`src/rtl/core/rbsw_pkg.sv`:
```
// shared types, constants and byte helpers for the rgb565 to bmp stream writer
// no dependencies
package rbsw_pkg;

	localparam int CFG_IDX_W = 4;
	localparam logic [CFG_IDX_W-1:0] REG_WIDTH  = 4'd0;
	localparam logic [CFG_IDX_W-1:0] REG_HEIGHT = 4'd1;

	localparam logic [5:0] HDR_BYTES = 6'd54;
	localparam logic [5:0] POS_BLUE  = 6'd54;
	localparam logic [5:0] POS_GREEN = 6'd55;
	localparam logic [5:0] POS_RED   = 6'd56;

	localparam logic [15:0] RESET_WIDTH  = 16'd320;
	localparam logic [15:0] RESET_HEIGHT = 16'd240;
	localparam logic [15:0] PELS_PER_M   = 16'd2835;
	localparam logic [7:0]  INFO_SIZE    = 8'd40;
	localparam logic [7:0]  BITS_PER_PEL = 8'd24;
	localparam logic [7:0]  CHAR_B       = 8'h42;
	localparam logic [7:0]  CHAR_M       = 8'h4D;

	typedef enum logic [1:0] {
		ST_OK   = 2'd0,
		ST_ZERO = 2'd1,
		ST_BIG  = 2'd2
	} status_t;

	// frame geometry that the byte sequencer needs for the header
	typedef struct packed {
		logic [15:0] width;
		logic [15:0] height;
		logic [31:0] file_bytes;
		logic [31:0] image_bytes;
	} frame_geom_t;

	// one classified pixel request
	typedef struct packed {
		logic [15:0] pixel;
		logic        hdr;
		logic [1:0]  pad;
		logic        eof;
		status_t     status;
	} entry_t;

	function automatic logic [7:0] widen5(input logic [4:0] v);
		widen5 = {v, v[4:2]};
	endfunction

	function automatic logic [7:0] widen6(input logic [5:0] v);
		widen6 = {v, v[5:4]};
	endfunction

	function automatic logic [7:0] hdr_byte(input logic [5:0] idx, input frame_geom_t g);
		logic [7:0] b;
		b = 8'd0;
		case (idx)
			6'd0:  b = CHAR_B;
			6'd1:  b = CHAR_M;
			6'd2:  b = g.file_bytes[7:0];
			6'd3:  b = g.file_bytes[15:8];
			6'd4:  b = g.file_bytes[23:16];
			6'd5:  b = g.file_bytes[31:24];
			6'd10: b = {2'b00, HDR_BYTES};
			6'd14: b = INFO_SIZE;
			6'd18: b = g.width[7:0];
			6'd19: b = g.width[15:8];
			6'd22: b = g.height[7:0];
			6'd23: b = g.height[15:8];
			6'd26: b = 8'd1;
			6'd28: b = BITS_PER_PEL;
			6'd34: b = g.image_bytes[7:0];
			6'd35: b = g.image_bytes[15:8];
			6'd36: b = g.image_bytes[23:16];
			6'd37: b = g.image_bytes[31:24];
			6'd38: b = PELS_PER_M[7:0];
			6'd39: b = PELS_PER_M[15:8];
			6'd42: b = PELS_PER_M[7:0];
			6'd43: b = PELS_PER_M[15:8];
			default: b = 8'd0;
		endcase
		hdr_byte = b;
	endfunction

endpackage

```
`src/rtl/core/rgb565_bmp_stream_writer_unit.sv`:
```
// top level of the rgb565 to 24-bit bmp byte stream writer
// instantiates rbsw_front, rbsw_queue and rbsw_back; uses rbsw_pkg
//
// usage: pixels enter on in_valid/in_stall in file order (bottom row first,
// left to right); bytes leave on out_valid/out_stall, one per cycle while
// out_stall is low. the first pixel of a frame produces the 54-byte header,
// then three bytes (blue, green, red); the last pixel of a row adds zero
// pad bytes up to a four-byte boundary. last_of_run marks the final byte of
// each pixel, end_of_frame the final byte of the file. zero size or a file
// beyond 32 bits gives a single zero byte with status 1 or 2 and drops the
// pixel. frame_width (index 0) and frame_height (index 1) are written on
// cfg_*; a write restarts the frame. after reset or a write, in_stall is
// held while the size pipeline (shift-add, multiplier, adder) runs. a pixel
// accepted is written into the request queue, and from there its first byte
// into the output register. the byte sequencer sends one byte per cycle
// while out_stall is low, three bytes per pixel, 57 for a header pixel,
// plus pad at row ends. a stalled receiver holds the output register; the
// request queue keeps taking pixels until it is full, then in_stall rises.
module rgb565_bmp_stream_writer_unit #(
	parameter int QUEUE_DEPTH = 4
) (
	input  logic                           clk,
	input  logic                           arst_n,
	input  logic                           cfg_valid,
	output logic                           cfg_ready,
	input  logic [rbsw_pkg::CFG_IDX_W-1:0] cfg_index,
	input  logic [15:0]                    cfg_data,
	input  logic                           in_valid,
	output logic                           in_stall,
	input  logic [15:0]                    pixel_rgb565,
	output logic                           out_valid,
	input  logic                           out_stall,
	output logic [7:0]                     out_byte,
	output logic                           last_of_run,
	output logic                           end_of_frame,
	output logic [1:0]                     status
);

	rbsw_pkg::entry_t      push_entry, head;
	rbsw_pkg::frame_geom_t geom;
	logic                  q_push, q_pop, q_empty, q_full;

	rbsw_front u_front (
		.clk          (clk),
		.arst_n       (arst_n),
		.cfg_valid    (cfg_valid),
		.cfg_ready    (cfg_ready),
		.cfg_index    (cfg_index),
		.cfg_data     (cfg_data),
		.in_valid     (in_valid),
		.in_stall     (in_stall),
		.pixel_rgb565 (pixel_rgb565),
		.q_full       (q_full),
		.q_push       (q_push),
		.q_entry      (push_entry),
		.geom         (geom)
	);

	rbsw_queue #(
		.DEPTH (QUEUE_DEPTH)
	) u_queue (
		.clk        (clk),
		.arst_n     (arst_n),
		.push       (q_push),
		.push_entry (push_entry),
		.pop        (q_pop),
		.head       (head),
		.empty      (q_empty),
		.full       (q_full)
	);

	rbsw_back u_back (
		.clk          (clk),
		.arst_n       (arst_n),
		.head         (head),
		.empty        (q_empty),
		.pop          (q_pop),
		.geom         (geom),
		.out_valid    (out_valid),
		.out_stall    (out_stall),
		.out_byte     (out_byte),
		.last_of_run  (last_of_run),
		.end_of_frame (end_of_frame),
		.status       (status)
	);

endmodule

```
`src/rtl/core/rbsw_front.sv`:
```
// front end: size registers, derived file sizes, row and column counters,
// classifies each pixel into a queue entry; uses rbsw_pkg
module rbsw_front (
	input  logic                         clk,
	input  logic                         arst_n,
	input  logic                         cfg_valid,
	output logic                         cfg_ready,
	input  logic [rbsw_pkg::CFG_IDX_W-1:0] cfg_index,
	input  logic [15:0]                  cfg_data,
	input  logic                         in_valid,
	output logic                         in_stall,
	input  logic [15:0]                  pixel_rgb565,
	input  logic                         q_full,
	output logic                         q_push,
	output rbsw_pkg::entry_t             q_entry,
	output rbsw_pkg::frame_geom_t        geom
);

	logic [15:0] width_q, height_q;
	logic [15:0] col_q, row_q;
	logic [1:0]  settle_q;

	logic [17:0] row_bytes_s1;
	logic [1:0]  pad_s1;
	logic        zero_s1;
	logic [33:0] image_bytes_s2;
	logic [31:0] file_bytes_s3;
	logic [31:0] image_bytes_s3;
	logic        oversize_s3;

	logic [17:0] raw_row;
	logic        cfg_we, cfg_hit, accept, size_ok, end_row, end_frame, first_pel;
	logic [16:0] col_next, row_next;
	logic [34:0] file_sum;

	assign cfg_ready = 1'b1;
	assign cfg_we    = cfg_valid & cfg_ready;
	assign cfg_hit   = cfg_we & ((cfg_index == rbsw_pkg::REG_WIDTH) ||
		(cfg_index == rbsw_pkg::REG_HEIGHT));

	assign raw_row  = {1'b0, width_q, 1'b0} + {2'b00, width_q};
	assign file_sum = {1'b0, image_bytes_s2} + {29'd0, rbsw_pkg::HDR_BYTES};

	always_ff @(posedge clk or negedge arst_n) begin
		if (!arst_n) begin
			width_q  <= rbsw_pkg::RESET_WIDTH;
			height_q <= rbsw_pkg::RESET_HEIGHT;
		end else if (cfg_we) begin
			if (cfg_index == rbsw_pkg::REG_WIDTH)
				width_q <= cfg_data;
			else if (cfg_index == rbsw_pkg::REG_HEIGHT)
				height_q <= cfg_data;
		end
	end

	// size derivation runs freely; settle_q holds off pixels until it is through
	always_ff @(posedge clk) begin
		row_bytes_s1   <= (raw_row + 18'd3) & ~18'd3;
		pad_s1         <= 2'd0 - raw_row[1:0];
		zero_s1        <= (width_q == 16'd0) || (height_q == 16'd0);
		image_bytes_s2 <= row_bytes_s1 * height_q;
		file_bytes_s3  <= file_sum[31:0];
		image_bytes_s3 <= image_bytes_s2[31:0];
		oversize_s3    <= (file_sum[34:32] != 3'd0);
	end

	always_ff @(posedge clk or negedge arst_n) begin
		if (!arst_n)
			settle_q <= 2'd3;
		else if (cfg_we)
			settle_q <= 2'd3;
		else if (settle_q != 2'd0)
			settle_q <= settle_q - 2'd1;
	end

	assign in_stall = (settle_q != 2'd0) || q_full;
	assign accept   = in_valid & ~in_stall;
	assign size_ok  = ~zero_s1 & ~oversize_s3;

	assign col_next  = {1'b0, col_q} + 17'd1;
	assign row_next  = {1'b0, row_q} + 17'd1;
	assign end_row   = col_next >= {1'b0, width_q};
	assign end_frame = end_row && (row_next >= {1'b0, height_q});
	assign first_pel = (col_q == 16'd0) && (row_q == 16'd0);

	always_ff @(posedge clk or negedge arst_n) begin
		if (!arst_n) begin
			col_q <= 16'd0;
			row_q <= 16'd0;
		end else if (cfg_hit) begin
			col_q <= 16'd0;
			row_q <= 16'd0;
		end else if (accept && size_ok) begin
			if (end_row) begin
				col_q <= 16'd0;
				row_q <= end_frame ? 16'd0 : row_next[15:0];
			end else begin
				col_q <= col_next[15:0];
			end
		end
	end

	always_comb begin
		q_push          = accept;
		q_entry.pixel   = pixel_rgb565;
		q_entry.hdr     = first_pel & size_ok;
		q_entry.pad     = (end_row & size_ok) ? pad_s1 : 2'd0;
		q_entry.eof     = end_frame & size_ok;
		if (zero_s1)
			q_entry.status = rbsw_pkg::ST_ZERO;
		else if (oversize_s3)
			q_entry.status = rbsw_pkg::ST_BIG;
		else
			q_entry.status = rbsw_pkg::ST_OK;
	end

	assign geom.width       = width_q;
	assign geom.height      = height_q;
	assign geom.file_bytes  = file_bytes_s3;
	assign geom.image_bytes = image_bytes_s3;

endmodule

```
`src/rtl/core/rbsw_queue.sv`:
```
// short request queue between the front end and the byte sequencer
// uses rbsw_pkg for the entry type
module rbsw_queue #(
	parameter int DEPTH = 4
) (
	input  logic             clk,
	input  logic             arst_n,
	input  logic             push,
	input  rbsw_pkg::entry_t push_entry,
	input  logic             pop,
	output rbsw_pkg::entry_t head,
	output logic             empty,
	output logic             full
);

	localparam int PTR_W = (DEPTH > 1) ? $clog2(DEPTH) : 1;
	localparam int CNT_W = $clog2(DEPTH + 1);
	localparam logic [PTR_W-1:0] LAST_PTR = PTR_W'(DEPTH - 1);

	rbsw_pkg::entry_t mem_q [DEPTH];
	logic [PTR_W-1:0] wr_ptr_q, rd_ptr_q;
	logic [CNT_W-1:0] count_q;
	logic             do_push, do_pop;

	assign empty   = (count_q == CNT_W'(0));
	assign full    = (count_q == CNT_W'(DEPTH));
	assign do_push = push & ~full;
	assign do_pop  = pop & ~empty;
	assign head    = mem_q[rd_ptr_q];

	always_ff @(posedge clk) begin
		if (do_push)
			mem_q[wr_ptr_q] <= push_entry;
	end

	always_ff @(posedge clk or negedge arst_n) begin
		if (!arst_n) begin
			wr_ptr_q <= '0;
			rd_ptr_q <= '0;
			count_q  <= '0;
		end else begin
			if (do_push)
				wr_ptr_q <= (wr_ptr_q == LAST_PTR) ? '0 : wr_ptr_q + PTR_W'(1);
			if (do_pop)
				rd_ptr_q <= (rd_ptr_q == LAST_PTR) ? '0 : rd_ptr_q + PTR_W'(1);
			if (do_push && !do_pop)
				count_q <= count_q + CNT_W'(1);
			else if (do_pop && !do_push)
				count_q <= count_q - CNT_W'(1);
		end
	end

endmodule

```
`src/rtl/core/rbsw_back.sv`:
```
// byte sequencer: walks header, pixel and pad bytes of the head request
// into the output register; uses rbsw_pkg
module rbsw_back (
	input  logic                  clk,
	input  logic                  arst_n,
	input  rbsw_pkg::entry_t      head,
	input  logic                  empty,
	output logic                  pop,
	input  rbsw_pkg::frame_geom_t geom,
	output logic                  out_valid,
	input  logic                  out_stall,
	output logic [7:0]            out_byte,
	output logic                  last_of_run,
	output logic                  end_of_frame,
	output logic [1:0]            status
);

	logic       first_q;
	logic [5:0] pos_q;
	logic       out_valid_q, last_q, eof_q;
	logic [7:0] byte_q;
	logic [1:0] status_q;

	logic       load, emit, is_last, bad;
	logic [5:0] idx, last_idx;
	logic [7:0] byte_d;

	assign bad      = (head.status != rbsw_pkg::ST_OK);
	assign idx      = first_q ? (head.hdr ? 6'd0 : rbsw_pkg::POS_BLUE) : pos_q;
	assign last_idx = rbsw_pkg::POS_RED + {4'd0, head.pad};
	assign is_last  = bad || (idx == last_idx);
	assign load     = ~out_valid_q | ~out_stall;
	assign emit     = load & ~empty;
	assign pop      = emit & is_last;

	always_comb begin
		byte_d = 8'd0;
		if (!bad) begin
			if (idx < rbsw_pkg::HDR_BYTES)
				byte_d = rbsw_pkg::hdr_byte(idx, geom);
			else if (idx == rbsw_pkg::POS_BLUE)
				byte_d = rbsw_pkg::widen5(head.pixel[4:0]);
			else if (idx == rbsw_pkg::POS_GREEN)
				byte_d = rbsw_pkg::widen6(head.pixel[10:5]);
			else if (idx == rbsw_pkg::POS_RED)
				byte_d = rbsw_pkg::widen5(head.pixel[15:11]);
		end
	end

	always_ff @(posedge clk or negedge arst_n) begin
		if (!arst_n) begin
			first_q     <= 1'b1;
			pos_q       <= 6'd0;
			out_valid_q <= 1'b0;
		end else if (load) begin
			out_valid_q <= ~empty;
			if (emit) begin
				first_q <= is_last;
				pos_q   <= idx + 6'd1;
			end
		end
	end

	always_ff @(posedge clk) begin
		if (emit) begin
			byte_q   <= byte_d;
			last_q   <= is_last;
			eof_q    <= is_last & head.eof & ~bad;
			status_q <= head.status;
		end
	end

	assign out_valid    = out_valid_q;
	assign out_byte     = byte_q;
	assign last_of_run  = last_q;
	assign end_of_frame = eof_q;
	assign status       = status_q;

endmodule
```
`config.mk`:
```
export PLATFORM = sky130hd
export DESIGN_NAME = rgb565_bmp_stream_writer_unit
export DESIGN_NICKNAME = d
export VERILOG_FILES = /design/src/rtl/core/rbsw_pkg.sv /design/src/rtl/core/rgb565_bmp_stream_writer_unit.sv /design/src/rtl/core/rbsw_front.sv /design/src/rtl/core/rbsw_queue.sv /design/src/rtl/core/rbsw_back.sv
export SDC_FILE = /design/constraint.sdc
export NUM_CORES = 1
export LEC_CHECK = 0
export ABC_AREA = 0
export BUFFER_PORTS_ARGS = -buffer_cell sky130_fd_sc_hd__buf_2
export CORE_MARGIN = 1.5
export CORE_UTILIZATION = 45
export DETAILED_ROUTE_END_ITERATION = 7
export SYNTH_ARGS = -nofsm -noshare
export SYNTH_HDL_FRONTEND = slang
export SYNTH_HIERARCHICAL = 1
export SYNTH_SLANG_ARGS = --single-unit
```
`constraint.sdc`:
```
create_clock -name clk -period 11.9 [get_ports clk]
set_input_delay 1.785 -clock clk [delete_from_list [all_inputs] [get_ports clk]]
set_output_delay 1.785 -clock clk [all_outputs]
set_load 0.005 [all_outputs]
```
==> metrics list <==
- Outcome: complete, no violations
- Most instantiated flip-flop cell in the synthesis netlist: sky130_fd_sc_hd__dfxtp_1
- CP Max Fanout: 20
- The initial utilization of the core area, before any placement, comes to 45.4%.
- In this run, post-CTS repair resized a total of 0 instances.
- The final max-slew violation count came to 0.
- At the pin with the least slew margin, the transition time is roughly 950 ps.
- Number of max-capacitance violations reported: 0
- Count of antenna diodes in the layout: 0
* Highest clock frequency the design can meet: around 150 MHz
- Entering global routing, the biggest net connects a little over 70 pins.
- Global routing finished with a remaining overflow of 0.
- The core region is around 50000 sq um.
- Clock sink count: about 290
* Category of the worst setup path launch point: register
- Clock buffers created by TritonCTS: 31
- Synth Area in Compound Gates: a little under a tenth
- After detailed routing, the number of vias per cell comes to ~5.5.
- The worst hold path belongs to the class register to register.
* Layout Skew: 19.3 ps
* Hold violation total from the final report: 0
- Arrival time at the worst endpoint: 7350 ps
- CTS built an H-tree with a depth of 1.
* Filler cell count in the final layout: ~4600
- The top cell type by area accounts for roughly 17% of the synthesized area.
* Overall routing resource usage: 23.0%
* Total DRC errors in the routed layout: 0
- The most common cell in the synthesized netlist is sky130_fd_sc_hd__inv_1.
- Xor and xnor fraction of the mapped netlist area: 4.70%
* I/O pin total: 56
* Hold-fix buffer count after cts: 0
- Routed wire length per instance: between 20 and 25 microns
- Largest family of logic cells by synthesized area: adder cells
- Clock Root Buffer: sky130_fd_sc_hd__clkbuf_16
- Chip Height: roughly 230 microns
- In the final layout, the share of cells above drive strength 1 is 10.2%.
- Min Tclk post-route: 6820 ps
- Ranked by total cell area, the synthesized netlist is headed by sky130_fd_sc_hd__fa_1 17%, sky130_fd_sc_hd__edfxtp_1 13%, sky130_fd_sc_hd__dfxtp_1 9.9%, sky130_fd_sc_hd__ha_1 9.5%, sky130_fd_sc_hd__dfrtp_1 8.0%.
- The first detailed-routing pass ran for 7 iterations.
- Startpoint of the most critical hold path: u_front/image_bytes_s2[3]
* Net count, final: 2606
* Distinct cell type count of the synthesized netlist: around 110
- The via count of the first global-routing pass came to roughly 16000.
* Wire length of the first global-routing pass: 90500 microns
* Drt first-iter violations: between 1000 and 1500
- STA puts the critical path data required time at around 12000 ps.
* Synthesized netlist cell count: ~2200
- Netlist area before placement: roughly 23000 sq um
* Area added between synthesis and finish: 7.59%
- The congestion estimate from routability-driven global placement came to about 0.90.
- Setup repair after global routing left no endpoint under its margin.
- After clock tree synthesis, the clock-pin slew on the worst setup and hold paths is approximately 60 ps.
- In this run the horizontal extent of the chip is ~230 microns.
* Setup-failing EPs final: 0
- Averaged over all synthesized cells, the footprint is 10.3 sq um.
- Synth Area in Simple Gates: ~15%
- CTS tree: yes
* Routed WL: about 58000 microns
* Critical path origin: u_front/height_q[9]
- Counting flops and latches in the post-synthesis netlist gives slightly below 300.
- Site row count: 82
* Critical path endpoint category: register
- Setup fix buffers added after clock tree synthesis: 0
- Share of synthesized registers carrying an async set or reset: between 20% and 30%
* Clk Latency, worst-skew pair: 600 ps
* Maximum clock path buffer count: 3
* Input/output buffers: 54
- The initial antenna violation count came to 2.
* Library cell occupying the most area in the post-synthesis netlist: sky130_fd_sc_hd__fa_1
- Sum of negative setup slack: 0 ps
* Estimated wirelength of the detail-placed design: ~45000 microns
- Crit Path Category: register to register
- Via Count: 15900
* Post-synthesis mux area share: roughly 4.2%
* Seq/Total Area, Yosys: ~32%
* EDFF count, synth: 100
- Antenna-violating nets left: 0
* Tcrit/Tclk final: roughly 57%
- Total of warnings raised by yosys: 6
- Area share of fa/ha/maj cells after synthesis: 26.8%
- After synthesis, the most frequently instantiated cells are 290 x sky130_fd_sc_hd__inv_1, 238 x sky130_fd_sc_hd__nand2_1, 196 x sky130_fd_sc_hd__fa_1, 172 x sky130_fd_sc_hd__ha_1, 130 x sky130_fd_sc_hd__and2_1.
- The die covers just over 50000 sq um.
- The worst register-to-register path begins at u_front/height_q[9].
- Worst slew slack as a fraction of its limit: between 30% and 40%
==> registers in the layout, indices dropped and copies added (netlist names), 8 cells and up <==
register                flops
u_front/row_bytes_s1       16
u_front/col_q              16
u_front/width_q            16
u_queue/mem_q              88
u_front/height_q           16
u_front/image_bytes_s2     32
u_front/row_q              16
u_front/image_bytes_s3     30
u_back/out_byte             8
u_front/file_bytes_s3      30
==> metrics by stage <==
| step | utilization (%) | setup WS, ps | std cells | hold slack (ps) | cell area [sq um] |
|---|---|---|---|---|---|
| floorplan | - | 5440 | 2201 | 355 | 22700 |
| global placement | 46.7 | 5160 | 2836 | 369 | 23300 |
| detailed placement | 46.7 | 5060 | 2836 | 369 | 23300 |
| CTS | 48.9 | 5030 | 2894 | 377 | 24400 |
| global route | 48.9 | 4670 | 2894 | 383 | 24400 |
| finish | 48.9 | 5080 | 2894 | 385 | 24400 |
==> worst max-delay path, stage by stage (launching register included) <==
cell                       delay (ps)
sky130_fd_sc_hd__dfrtp_1          840
sky130_fd_sc_hd__nand2_1          170
sky130_fd_sc_hd__fa_1             570
sky130_fd_sc_hd__inv_1             50
sky130_fd_sc_hd__fa_1             490
sky130_fd_sc_hd__inv_1             50
sky130_fd_sc_hd__fa_1             500
sky130_fd_sc_hd__inv_1             60
sky130_fd_sc_hd__fa_1             440
sky130_fd_sc_hd__fa_1             510
sky130_fd_sc_hd__inv_1             50
sky130_fd_sc_hd__fa_1             520
sky130_fd_sc_hd__inv_1             40
sky130_fd_sc_hd__ha_1             350
sky130_fd_sc_hd__a21o_1           190
sky130_fd_sc_hd__a21o_1           170
sky130_fd_sc_hd__a21o_1           180
sky130_fd_sc_hd__o21ai_0          190
sky130_fd_sc_hd__o211ai_1         140
sky130_fd_sc_hd__a31oi_1          360
sky130_fd_sc_hd__o21ai_1          220
sky130_fd_sc_hd__or4b_1           530
sky130_fd_sc_hd__nand3_1           90
==> worst paths after layout <==
kind | to | slack, ps | cells past startpoint
setup / recovery | u_front/image_bytes_s2[30] | 5080 | 22
hold / removal | u_front/image_bytes_s3[3] | 380 | 0
setup reg to reg | u_front/image_bytes_s2[30] | 5080 | 22
hold reg to reg | u_front/image_bytes_s3[3] | 380 | 0
max in group asynchronous | u_front/width_q[3] | 9690 | 2
min in group asynchronous | u_queue/wr_ptr_q[0] | 1040 | 1
==> metal layers <==
| metal | vias to the layer above | track usage, % | routed length (microns) |
|---|---|---|---|
| li1 | 7354 | - | - |
| met1 | 7972 | 30.7 | 25000 |
| met2 | 451 | 37.3 | 27200 |
| met3 | 128 | 4.08 | 3480 |
| met4 | 4 | 8.78 | 2470 |
| met5 | - | 0 | 27 |
==> logic make-up after synthesis <==
| kind of cell | Yosys count |
|---|---|
| AND/OR/NAND/NOR | 650 |
| AO/OA/AOI/OAI | 305 |
| multiplexers | 63 |
| other | 2 |
| adder cells (fa/ha/maj) | 368 |
| flip-flops | 293 |
| buffers and inverters | 399 |
| XOR/XNOR | 118 |
==> final cells by class <==
type                       count  area [sq um]  share of cell area [%]
clock buffer                  51          1000                    4.10
clock inverter                 7          57.6                   0.236
inverter                     292          1100                    4.50
multi-input combinational   1509         13700                    56.2
sequential                   293          7280                    29.9
tap                          672           841                    3.45
timing repair buffer          70           393                    1.61
==> cells in the final DEF, fill, tap and decap left out, types with 57 or more instances in the layout <==
cell,n
sky130_fd_sc_hd__ha_1,172
sky130_fd_sc_hd__a21oi_1,61
sky130_fd_sc_hd__dfrtp_1,72
sky130_fd_sc_hd__nand2_1,238
sky130_fd_sc_hd__inv_1,290
sky130_fd_sc_hd__nor2_1,57
sky130_fd_sc_hd__fa_1,196
sky130_fd_sc_hd__and2_1,130
sky130_fd_sc_hd__edfxtp_1,100
sky130_fd_sc_hd__dfxtp_1,112
sky130_fd_sc_hd__xnor2_1,83
Power is not shown: default switching activity piles up to over one toggle a cycle in this logic, so the estimate is an artifact.
